[src/hw/rtl/mspf_pkg.sv]
// Shared constants and types for the motor speed PI controller with feedforward.
// No dependencies; imported by every module of the block.
package mspf_pkg;

	localparam int FRAC_BITS = 16;
	localparam int DIV_W     = 28;
	localparam int MUL_W     = 44;
	localparam int SUM_W     = 46;

	localparam logic [DIV_W-1:0] RPM_NUMER = DIV_W'(60000000);
	localparam logic [15:0] EMA_DIVISOR = 16'd5;
	localparam logic [10:0] THR_MAX = 11'd1999;
	localparam logic [10:0] THR_MIN_SPIN = 11'd100;
	localparam logic signed [SUM_W-1:0] OUT_HI = SUM_W'(THR_MAX) <<< FRAC_BITS;
	localparam logic signed [SUM_W-1:0] OUT_LO = SUM_W'(THR_MIN_SPIN) <<< FRAC_BITS;

	localparam logic [1:0] REQ_TICK   = 2'd0;
	localparam logic [1:0] REQ_TARGET = 2'd1;
	localparam logic [1:0] REQ_STOP   = 2'd2;

	localparam logic [2:0] REG_POLES    = 3'd0;
	localparam logic [2:0] REG_MAX_RPM  = 3'd1;
	localparam logic [2:0] REG_KP       = 3'd2;
	localparam logic [2:0] REG_KI       = 3'd3;
	localparam logic [2:0] REG_FF       = 3'd4;
	localparam logic [2:0] REG_MIN_RPM  = 3'd5;
	localparam logic [2:0] REG_STARTUP  = 3'd6;

	typedef enum logic [11:0] {
		ST_IDLE = 12'b0000_0000_0001,
		ST_DIV1 = 12'b0000_0000_0010,
		ST_DIV2 = 12'b0000_0000_0100,
		ST_EMA  = 12'b0000_0000_1000,
		ST_DIV3 = 12'b0000_0001_0000,
		ST_CHK  = 12'b0000_0010_0000,
		ST_MFF  = 12'b0000_0100_0000,
		ST_MP   = 12'b0000_1000_0000,
		ST_SUM  = 12'b0001_0000_0000,
		ST_MI   = 12'b0010_0000_0000,
		ST_FIN  = 12'b0100_0000_0000,
		ST_OUT  = 12'b1000_0000_0000
	} state_t;

endpackage

[src/hw/rtl/mspf_div.sv]
// Restoring divider, one quotient bit per cycle.
// Depends on mspf_pkg.
module mspf_div
	import mspf_pkg::*;
(
	input  logic             clk,
	input  logic             arst_n,
	input  logic             start,
	input  logic [DIV_W-1:0] dividend,
	input  logic [15:0]      divisor,
	output logic             done,
	output logic [DIV_W-1:0] quotient
);

	logic [DIV_W-1:0] quo_q;
	logic [15:0]      rem_q;
	logic [15:0]      dvs_q;
	logic [4:0]       cnt_q;
	logic             busy_q;
	logic             done_q;
	logic [16:0]      shifted;
	logic [16:0]      trial;
	logic             fits;

	assign shifted = {rem_q, quo_q[DIV_W-1]};
	assign trial   = shifted - {1'b0, dvs_q};
	assign fits    = shifted >= {1'b0, dvs_q};

	always_ff @(posedge clk or negedge arst_n) begin
		if (!arst_n) begin
			busy_q <= 1'b0;
			done_q <= 1'b0;
			cnt_q  <= '0;
		end else begin
			done_q <= 1'b0;
			if (start) begin
				busy_q <= 1'b1;
				cnt_q  <= '0;
			end else if (busy_q) begin
				cnt_q <= cnt_q + 5'd1;
				if (cnt_q == 5'(DIV_W - 1)) begin
					busy_q <= 1'b0;
					done_q <= 1'b1;
				end
			end
		end
	end

	always_ff @(posedge clk) begin
		if (start) begin
			quo_q <= dividend;
			rem_q <= '0;
			dvs_q <= divisor;
		end else if (busy_q) begin
			rem_q <= fits ? trial[15:0] : shifted[15:0];
			quo_q <= {quo_q[DIV_W-2:0], fits};
		end
	end

	assign done     = done_q;
	assign quotient = quo_q;

endmodule

[src/hw/rtl/mspf_mul.sv]
// Shift-add multiplier: unsigned 16-bit gain times signed 27-bit value, one gain bit per cycle.
// Depends on mspf_pkg.
module mspf_mul
	import mspf_pkg::*;
(
	input  logic                    clk,
	input  logic                    arst_n,
	input  logic                    start,
	input  logic [15:0]             gain,
	input  logic signed [26:0]      value,
	output logic                    done,
	output logic signed [MUL_W-1:0] product
);

	logic [27:0] hi_q;
	logic [15:0] lo_q;
	logic [26:0] mag_q;
	logic        neg_q;
	logic [3:0]  cnt_q;
	logic        busy_q;
	logic        done_q;
	logic [27:0] acc;
	logic [MUL_W-1:0] prod_u;

	assign acc    = hi_q + (lo_q[0] ? {1'b0, mag_q} : 28'd0);
	assign prod_u = {hi_q, lo_q};

	always_ff @(posedge clk or negedge arst_n) begin
		if (!arst_n) begin
			busy_q <= 1'b0;
			done_q <= 1'b0;
			cnt_q  <= '0;
		end else begin
			done_q <= 1'b0;
			if (start) begin
				busy_q <= 1'b1;
				cnt_q  <= '0;
			end else if (busy_q) begin
				cnt_q <= cnt_q + 4'd1;
				if (cnt_q == 4'd15) begin
					busy_q <= 1'b0;
					done_q <= 1'b1;
				end
			end
		end
	end

	always_ff @(posedge clk) begin
		if (start) begin
			hi_q  <= '0;
			lo_q  <= gain;
			mag_q <= value[26] ? 27'(-value) : 27'(value);
			neg_q <= value[26];
		end else if (busy_q) begin
			hi_q <= {1'b0, acc[27:1]};
			lo_q <= {acc[0], lo_q[15:1]};
		end
	end

	assign done    = done_q;
	assign product = neg_q ? -$signed(prod_u) : $signed(prod_u);

endmodule

[src/hw/rtl/motor_speed_pi_feedforward.sv]
// Motor speed controller: period to RPM, EMA smoothing, feedforward plus PI throttle.
// Depends on mspf_pkg, mspf_div and mspf_mul.
//
// Input stream (s_*): s_tuser carries the request kind (tick, set target, stop),
// s_tdata carries target_rpm and the tick period. Set-target and stop requests are
// absorbed on acceptance and give no output. Unused request codes are dropped.
// Each tick gives one output transaction on m_*: throttle, measured speed and
// held target in m_tdata, the motor stop flag in m_tuser.
// A tick runs through a sequencer that shares one bit-serial divider (up to
// three divisions) and one bit-serial multiplier (up to three products); a tick
// with zero period and a target at or below the minimum uses neither unit, while
// the full path with integration uses both. s_tready is high only while the
// sequencer is idle, so the next item is taken the cycle after the result lands.
// The result sits in an output register; the next tick may be taken and worked
// on while it waits, and a finished tick holds until that register is free.
// Configuration writes (cfg_wen, cfg_index, cfg_data) take effect at once; the user
// must make them only while the block is idle, which the block does not enforce.
// Reset (arst_n low) restores the default gains and limits and clears the target,
// integrator, smoothed speed and any pending output.
module motor_speed_pi_feedforward
	import mspf_pkg::*;
(
	input  logic        clk,
	input  logic        arst_n,
	input  logic        s_tvalid,
	output logic        s_tready,
	input  logic [39:0] s_tdata,  // [16:0] target_rpm, [32:17] tick period, zero fill
	input  logic [1:0]  s_tuser,  // [1:0] req_type
	output logic        m_tvalid,
	input  logic        m_tready,
	output logic [55:0] m_tdata,  // [10:0] throttle, [36:11] measured_rpm, [52:37] target_speed
	output logic        m_tuser,  // [0] motor_stop
	input  logic        cfg_wen,
	input  logic [2:0]  cfg_index,
	input  logic [15:0] cfg_data
);

	logic [7:0]  poles_q;
	logic [15:0] max_rpm_q, kp_q, ki_q, ff_q, min_rpm_q;
	logic [10:0] startup_q;

	logic [15:0] held_q;
	logic [26:0] integ_q;
	logic [25:0] smooth_q;

	state_t state_q;
	logic [25:0] mech_q;
	logic        ema_neg_q;
	logic signed [26:0] err_q;
	logic signed [SUM_W-1:0] ffp_q;
	logic signed [SUM_W-1:0] pp_q;
	logic signed [SUM_W-1:0] sum_q;
	logic        stop_q;
	logic [10:0] thr_q;
	logic        integ_done_q;

	logic             div_start_q;
	logic [DIV_W-1:0] div_a_q;
	logic [15:0]      div_b_q;
	logic             div_done;
	logic [DIV_W-1:0] div_quot;

	logic                    mul_start_q;
	logic [15:0]             mul_g_q;
	logic signed [26:0]      mul_v_q;
	logic                    mul_done;
	logic signed [MUL_W-1:0] mul_prod;

	logic        out_valid_q;
	logic [55:0] out_data_q;
	logic        out_user_q;

	logic        accept;
	logic signed [16:0] in_target;
	logic [15:0] in_period;
	logic [6:0]  pairs;
	logic signed [26:0] ema_diff;
	logic [26:0] ema_abs;
	logic signed [SUM_W-1:0] integ_s;
	logic signed [SUM_W-1:0] sum_now;
	logic signed [SUM_W-1:0] integ_new;
	logic signed [SUM_W-1:0] kick;
	logic signed [SUM_W-1:0] fin_a;
	logic signed [SUM_W-1:0] fin_b;
	logic        out_free;

	assign accept    = s_tvalid && s_tready;
	assign s_tready  = (state_q == ST_IDLE);
	assign in_target = $signed(s_tdata[16:0]);
	assign in_period = s_tdata[32:17];
	assign pairs     = (poles_q[7:1] == 7'd0) ? 7'd1 : poles_q[7:1];
	assign ema_diff  = $signed({1'b0, mech_q}) - $signed({1'b0, smooth_q});
	assign ema_abs   = ema_diff[26] ? 27'(-ema_diff) : 27'(ema_diff);
	assign integ_s   = $signed({{(SUM_W-27){1'b0}}, integ_q});
	assign sum_now   = ffp_q + pp_q + integ_s;
	assign integ_new = integ_s + SUM_W'(mul_prod);
	assign kick      = $signed({{(SUM_W-11-FRAC_BITS){1'b0}}, startup_q, {FRAC_BITS{1'b0}}});
	assign out_free  = !out_valid_q || m_tready;

	// Apply the startup kick while the smoothed speed is below the minimum, then clamp to the throttle range.
	always_comb begin
		fin_a = sum_q;
		if ({10'd0, min_rpm_q} > smooth_q && sum_q < kick)
			fin_a = kick;
		fin_b = fin_a;
		if (fin_b > OUT_HI)
			fin_b = OUT_HI;
		if (fin_b < OUT_LO)
			fin_b = OUT_LO;
	end

	mspf_div u_div (
		.clk      (clk),
		.arst_n   (arst_n),
		.start    (div_start_q),
		.dividend (div_a_q),
		.divisor  (div_b_q),
		.done     (div_done),
		.quotient (div_quot)
	);

	mspf_mul u_mul (
		.clk     (clk),
		.arst_n  (arst_n),
		.start   (mul_start_q),
		.gain    (mul_g_q),
		.value   (mul_v_q),
		.done    (mul_done),
		.product (mul_prod)
	);

	always_ff @(posedge clk or negedge arst_n) begin
		if (!arst_n) begin
			poles_q   <= 8'd14;
			max_rpm_q <= 16'd10000;
			kp_q      <= 16'd6554;
			ki_q      <= 16'd197;
			ff_q      <= 16'd7864;
			min_rpm_q <= 16'd200;
			startup_q <= 11'd200;
		end else if (cfg_wen) begin
			case (cfg_index)
				REG_POLES:   poles_q   <= cfg_data[7:0];
				REG_MAX_RPM: max_rpm_q <= cfg_data;
				REG_KP:      kp_q      <= cfg_data;
				REG_KI:      ki_q      <= cfg_data;
				REG_FF:      ff_q      <= cfg_data;
				REG_MIN_RPM: min_rpm_q <= cfg_data;
				REG_STARTUP: startup_q <= cfg_data[10:0];
				default: ;
			endcase
		end
	end

	always_ff @(posedge clk or negedge arst_n) begin
		if (!arst_n) begin
			state_q     <= ST_IDLE;
			held_q      <= '0;
			integ_q     <= '0;
			smooth_q    <= '0;
			div_start_q <= 1'b0;
			mul_start_q <= 1'b0;
			out_valid_q <= 1'b0;
		end else begin
			div_start_q <= 1'b0;
			mul_start_q <= 1'b0;
			if (state_q == ST_OUT && out_free)
				out_valid_q <= 1'b1;
			else if (m_tvalid && m_tready)
				out_valid_q <= 1'b0;
			case (state_q)
				ST_IDLE: begin
					if (accept) begin
						case (s_tuser)
							REQ_TARGET: begin
								if (in_target < 0)
									held_q <= '0;
								else if (in_target > $signed({1'b0, max_rpm_q}))
									held_q <= max_rpm_q;
								else
									held_q <= in_target[15:0];
							end
							REQ_STOP: begin
								held_q  <= '0;
								integ_q <= '0;
							end
							REQ_TICK: begin
								if (in_period == 16'd0) begin
									mech_q  <= '0;
									state_q <= ST_EMA;
								end else begin
									div_start_q <= 1'b1;
									div_a_q     <= RPM_NUMER;
									div_b_q     <= in_period;
									state_q     <= ST_DIV1;
								end
							end
							default: ;
						endcase
					end
				end
				ST_DIV1: begin
					if (div_done) begin
						div_start_q <= 1'b1;
						div_a_q     <= div_quot;
						div_b_q     <= {9'd0, pairs};
						state_q     <= ST_DIV2;
					end
				end
				ST_DIV2: begin
					if (div_done) begin
						mech_q  <= div_quot[25:0];
						state_q <= ST_EMA;
					end
				end
				ST_EMA: begin
					if (mech_q == 26'd0) begin
						smooth_q <= '0;
						state_q  <= ST_CHK;
					end else begin
						ema_neg_q   <= ema_diff[26];
						div_start_q <= 1'b1;
						div_a_q     <= {ema_abs, 1'b0};
						div_b_q     <= EMA_DIVISOR;
						state_q     <= ST_DIV3;
					end
				end
				ST_DIV3: begin
					if (div_done) begin
						smooth_q <= ema_neg_q ? smooth_q - div_quot[25:0]
						                      : smooth_q + div_quot[25:0];
						state_q  <= ST_CHK;
					end
				end
				ST_CHK: begin
					if (held_q > min_rpm_q) begin
						err_q       <= $signed({11'd0, held_q}) - $signed({1'b0, smooth_q});
						mul_start_q <= 1'b1;
						mul_g_q     <= ff_q;
						mul_v_q     <= $signed({11'd0, held_q});
						stop_q      <= 1'b0;
						state_q     <= ST_MFF;
					end else begin
						integ_q <= '0;
						stop_q  <= 1'b1;
						thr_q   <= '0;
						state_q <= ST_OUT;
					end
				end
				ST_MFF: begin
					if (mul_done) begin
						ffp_q       <= SUM_W'(mul_prod);
						mul_start_q <= 1'b1;
						mul_g_q     <= kp_q;
						mul_v_q     <= err_q;
						state_q     <= ST_MP;
					end
				end
				ST_MP: begin
					if (mul_done) begin
						pp_q    <= SUM_W'(mul_prod);
						state_q <= ST_SUM;
					end
				end
				ST_SUM: begin
					sum_q <= sum_now;
					if (!integ_done_q && sum_now > OUT_LO && sum_now < OUT_HI) begin
						mul_start_q <= 1'b1;
						mul_g_q     <= ki_q;
						mul_v_q     <= err_q;
						state_q     <= ST_MI;
					end else begin
						state_q <= ST_FIN;
					end
				end
				ST_MI: begin
					// Integrate only inside the linear range; clamp to 0..max output.
					if (mul_done) begin
						if (integ_new < 0)
							integ_q <= '0;
						else if (integ_new > OUT_HI)
							integ_q <= OUT_HI[26:0];
						else
							integ_q <= integ_new[26:0];
						state_q <= ST_SUM;
					end
				end
				ST_FIN: begin
					thr_q   <= fin_b[FRAC_BITS+10:FRAC_BITS];
					state_q <= ST_OUT;
				end
				ST_OUT: begin
					if (out_free) begin
						out_data_q  <= {3'd0, held_q, smooth_q, thr_q};
						out_user_q  <= stop_q;
						state_q     <= ST_IDLE;
					end
				end
				default: state_q <= ST_IDLE;
			endcase
		end
	end

	// After integration the sum is recomputed in ST_SUM, which then sees the
	// new integrator; hold that pass from integrating twice.
	always_ff @(posedge clk or negedge arst_n) begin
		if (!arst_n)
			integ_done_q <= 1'b0;
		else if (state_q == ST_MI)
			integ_done_q <= 1'b1;
		else if (state_q == ST_FIN || state_q == ST_IDLE)
			integ_done_q <= 1'b0;
	end

	assign m_tvalid = out_valid_q;
	assign m_tdata  = out_data_q;
	assign m_tuser  = out_user_q;

endmodule
[config.mk]
export PLATFORM = sky130hd
export DESIGN_NAME = motor_speed_pi_feedforward
export DESIGN_NICKNAME = d
export VERILOG_FILES = /design/src/hw/rtl/mspf_pkg.sv /design/src/hw/rtl/mspf_div.sv /design/src/hw/rtl/mspf_mul.sv /design/src/hw/rtl/motor_speed_pi_feedforward.sv
export SDC_FILE = /design/constraint.sdc
export NUM_CORES = 2
export LEC_CHECK = 0
export BUFFER_PORTS_ARGS = -buffer_cell sky130_fd_sc_hd__buf_4
export CORE_MARGIN = 1
export CORE_UTILIZATION = 55
export DETAILED_ROUTE_END_ITERATION = 10
export PLACE_DENSITY_LB_ADDON = 0.12
export RECOVER_POWER = 50
export SYNTH_ARGS = -nofsm -noshare
export SYNTH_HDL_FRONTEND = slang
export SYNTH_SLANG_ARGS = --single-unit
export TNS_END_PERCENT = 30
[constraint.sdc]
create_clock -name clk -period 24.2 [get_ports clk]
set_input_delay 6.05 -clock clk [delete_from_list [all_inputs] [get_ports clk]]
set_output_delay 6.05 -clock clk [all_outputs]
set_load 0.1 [all_outputs]
==> flow_summary.ini <==
[place]
dp_hpwl_um = 72610
globalplace.congestion = 0.9098
place_area_um2 = 41540
port_buffers = 114

[yosys]
synth-warning-count = 0
ys_top_cells_by_area = edfxtp_1 33%, dfrtp_1 10%, ha_1 8.3%
synth_edf_count = 429
ys.flop_type = edfxtp_1
yosys-top-cells-count = 429 x edfxtp_1, 318 x nand2_1, 264 x ha_1
synthMostInstantiatedCell = edfxtp_1
synth.avg_cell_area_um2 = 10.64
yosysUniqueCellTypes = 102
synthCells = 3723
synth_async_sr_flop_share_pct = 29.34
ys_seq_elements = 668
ys_seq_area_share_pct = 47.20
synth_area_um2 = 39590
synth_top_area_cell = edfxtp_1
synth_top_cell_area_share_pct = 32.54

[grt]
grt-ovfl-total = 0
grt_max_degree = 83
grt_pass1_vias = 27530
gr-usage-all-layers_pct = 26.77
grt_antenna_before_repair = 5
grt_pass1_wl_um = 153800

[power]
p_comb_share_pct = 25.2
clkPwrFrac_pct = 32.1
leakage_uw = 0.01799
irDropWorstVdd_mv = 0.08629
intPower_uw = 2451
switching_share_pct = 31.56
pwr_density_cell_nw_per_um2 = 81.51
p_switching_uw = 1131
pwr-share-seq_pct = 42.8

[sta]
grt_setup_unrepaired = false
worst_slew_pin_slew_ps = 5050
maxSlewViolCount = 307
slew_headroom_pct = -236.7
finalCriticalPeriod_ps = 11710
finalSetupViolCount = 0
hold_violations = 0
setup_tns_ps = 0
finClkSkew_ps = 56.62
max_freq_ghz = 0.08538
period_share_pct = 48.40

[setup_path]
crit_arrival_ps = 11970
start_kind = primary input
critPathKind = primary input to flop
crit_required_ps = 24460
end_kind = flop
cp_max_fo = 82
crit_family = buffers and inverters
path_cells = clkbuf_1, inv_1, a2111oi_2, buf_4
slowest_delay_ps = 3460
worstPathBufferInverterCount = 3
cpMaxStageDelayCell = clkbuf_1

[cts]
clk_pin_slew_ps = 60
cts_made_buffers = 72
cts_tree = done
insertion_delay_ps = 650
clock-sinks = 668
ctsHoldBuffers = 0
clockBufferDepth = 3
cts-root-buf = clkbuf_16
cts_setup_buffers = 0
htreeDepth = 3
cts_resized = 0

[floorplan]
top_level_ports = 125
die_height_um = 270.3
initial_core_util_pct = 55.48
rows = 98
dieArea_um2 = 73070
die_x_um = 270.3
core-area_um2 = 71360

[final_layout]
fin_nets = 4194
design_area_um2 = 43950
fillCellCount = 5864
final_layout_size_suffix_gt1_share_pct = 11.70
area_growth_pct = 10.99

[detailed_routing]
highest_layer = met4
postRouteAntennaNets = 0
route.met3.wl_um = 5241
drc_errors = 0
vias = 28880
via_per_inst = 5.964
first_iter_violations = 2448
wl_met2_um = 46260
wl_met1_um = 44110
drt_wl_total_um = 98500
first_pass_iters = 6
post_drt_wl_per_cell_um = 20.34

[flow_run]
cap_violations = 6

[status]
violations = max-capacitance violations, max-slew violations
status = finished, violations left

[hold_path]
min-delay-path-class = flop to flop
==> area by class of cell <==
class	count	area, um2	share of cell area, %
clock inverter	39	561.8	1.278
timing repair buffer	146	1044	2.374
sequential	668	18690	42.53
multi-input combinational	2746	19770	44.99
antenna	2	5.005	0.01139
clock buffer	95	1948	4.433
tap	950	1189	2.705
inverter	196	735.7	1.674
==> worst reg2reg max path, stage by stage, from the launching register on <==
cell and delay, ps:
edfxtp_1 800, inv_1 170, ha_1 180, or3b_1 500
or3_1 610, o41ai_1 380, xnor2_1 230, ha_1 430
nand4_1 140, or2_2 350, a21oi_1 280, o21ai_0 230
a21boi_0 220, nor4_1 340, or4b_2 640, o31ai_1 280
a311o_1 340, nand2b_1 100, a211oi_2 820, a22o_1 260
==> cell usage in the layout, fill, tap and decap left out, types with 31 or more instances in the layout <==
cell | netlist | final
edfxtp_1 | 429 | 429
nand2_1 | 318 | 318
ha_1 | 264 | 264
nor2_1 | 222 | 216
o21ai_0 | 205 | 214
a21oi_1 | 207 | 206
inv_1 | 194 | 195
xnor2_1 | 190 | 190
dfrtp_1 | 162 | 161
buf_4 | 4 | 123
mux2_2 | 123 | 122
a21o_1 | 82 | 82
xor2_1 | 72 | 72
clkbuf_16 | 0 | 72
nor3_1 | 67 | 65
and2_1 | 86 | 63
nand3_1 | 59 | 59
nor4_1 | 52 | 52
mux2i_1 | 47 | 47
dfxtp_1 | 43 | 43
or3_1 | 41 | 41
nand4_1 | 38 | 38
o31ai_1 | 37 | 37
nand2b_1 | 36 | 36
nor2b_1 | 35 | 35
fa_1 | 34 | 34
o21a_1 | 33 | 33
dfstp_2 | 34 | 33
a31oi_1 | 32 | 32
o22ai_1 | 32 | 32
clkbuf_1 | 103 | 31
==> stage by stage <==
| stage | hold WS [ps] | power, uW | setup slack [ps] | std cells | util [%] |
|---|---|---|---|---|---|
| 6_report | 418.1 | 3582 | 12490 | 4842 | 61.58 |
| 3_3_place_gp | 400.5 | 2427 | 15110 | 4706 | 58.21 |
| 3_5_place_dp | 404.5 | 2449 | 15070 | 4706 | 58.21 |
| 5_1_grt | 421.3 | 3766 | 11540 | 4840 | 61.58 |
| 4_1_cts | 419.3 | 3606 | 15390 | 4840 | 61.72 |
| 2_1_floorplan | 400.3 | 2185 | 10140 | 3725 | - |
==> sequential cells by signal (all words and copies together), names as in the netlist, 26 cells and up <==
register,flops
mul_v_q,27
sum_q,46
div_a_q,28
u_mul.mag_q,27
u_div.quotient,28
pp_q,44
err_q,27
m_tdata,53
ffp_q,44
integ_q,27
u_mul.hi_q,27
mech_q,26
smooth_q,26
==> layer usage <==
metal,GRT usage (%),vias up
met4,9.367,0
met5,0,-
met2,43.49,776
li1,-,14060
met3,3.334,151
met1,37.04,13890
==> power groups by stage <==
stage                     combinational [uW]  sequential (uW)  clock (uW)
after floorplan                          696             1490           0
after global placement                   878             1550           0
after detailed placement                 899             1550           0
after CTS                                906             1530        1170
after global routing                    1010             1550        1210
final                                    902             1530        1150
==> cell families (layout without fill, tap and decap cells) <==
family                   after synthesis  in the layout  synth area share (%)
buffers and inverters                311            476                 2.993
AO/OA/AOI/OAI                        910            910                 15.12
multiplexers                         170            170                 4.686
AND/OR/NAND/NOR                     1102           1102                 14.09
XOR/XNOR                             263            263                 5.837
other                                  1              5              0.009471
flip-flops                           668            668                 47.20
adder cells (fa/ha/maj)              298            298                 10.06
==> final timing paths <==
path                                                    to  depth (start not counted)                    start  slack [ps]
worst max register to register      integ_q[0]$_DFFE_PN0P_                         19  u_mul.lo_q[0]$_DFFE_PP_       16830
worst max-delay path                  div_b_q[9]$_DFFE_PP_                          4                   arst_n       12490
min in group asynchronous       u_div.cnt_q[4]$_DFFE_PN0P_                          1                   arst_n        7240
max in group asynchronous        min_rpm_q[12]$_DFFE_PN0P_                          3                   arst_n       13410
worst min-delay path                  m_tdata[6]$_DFFE_PP_                          0   thr_q[6]$_SDFFCE_PP0P_         420
worst min register to register        m_tdata[6]$_DFFE_PP_                          0   thr_q[6]$_SDFFCE_PP0P_         420
Power figures use the tool's default switching activity.
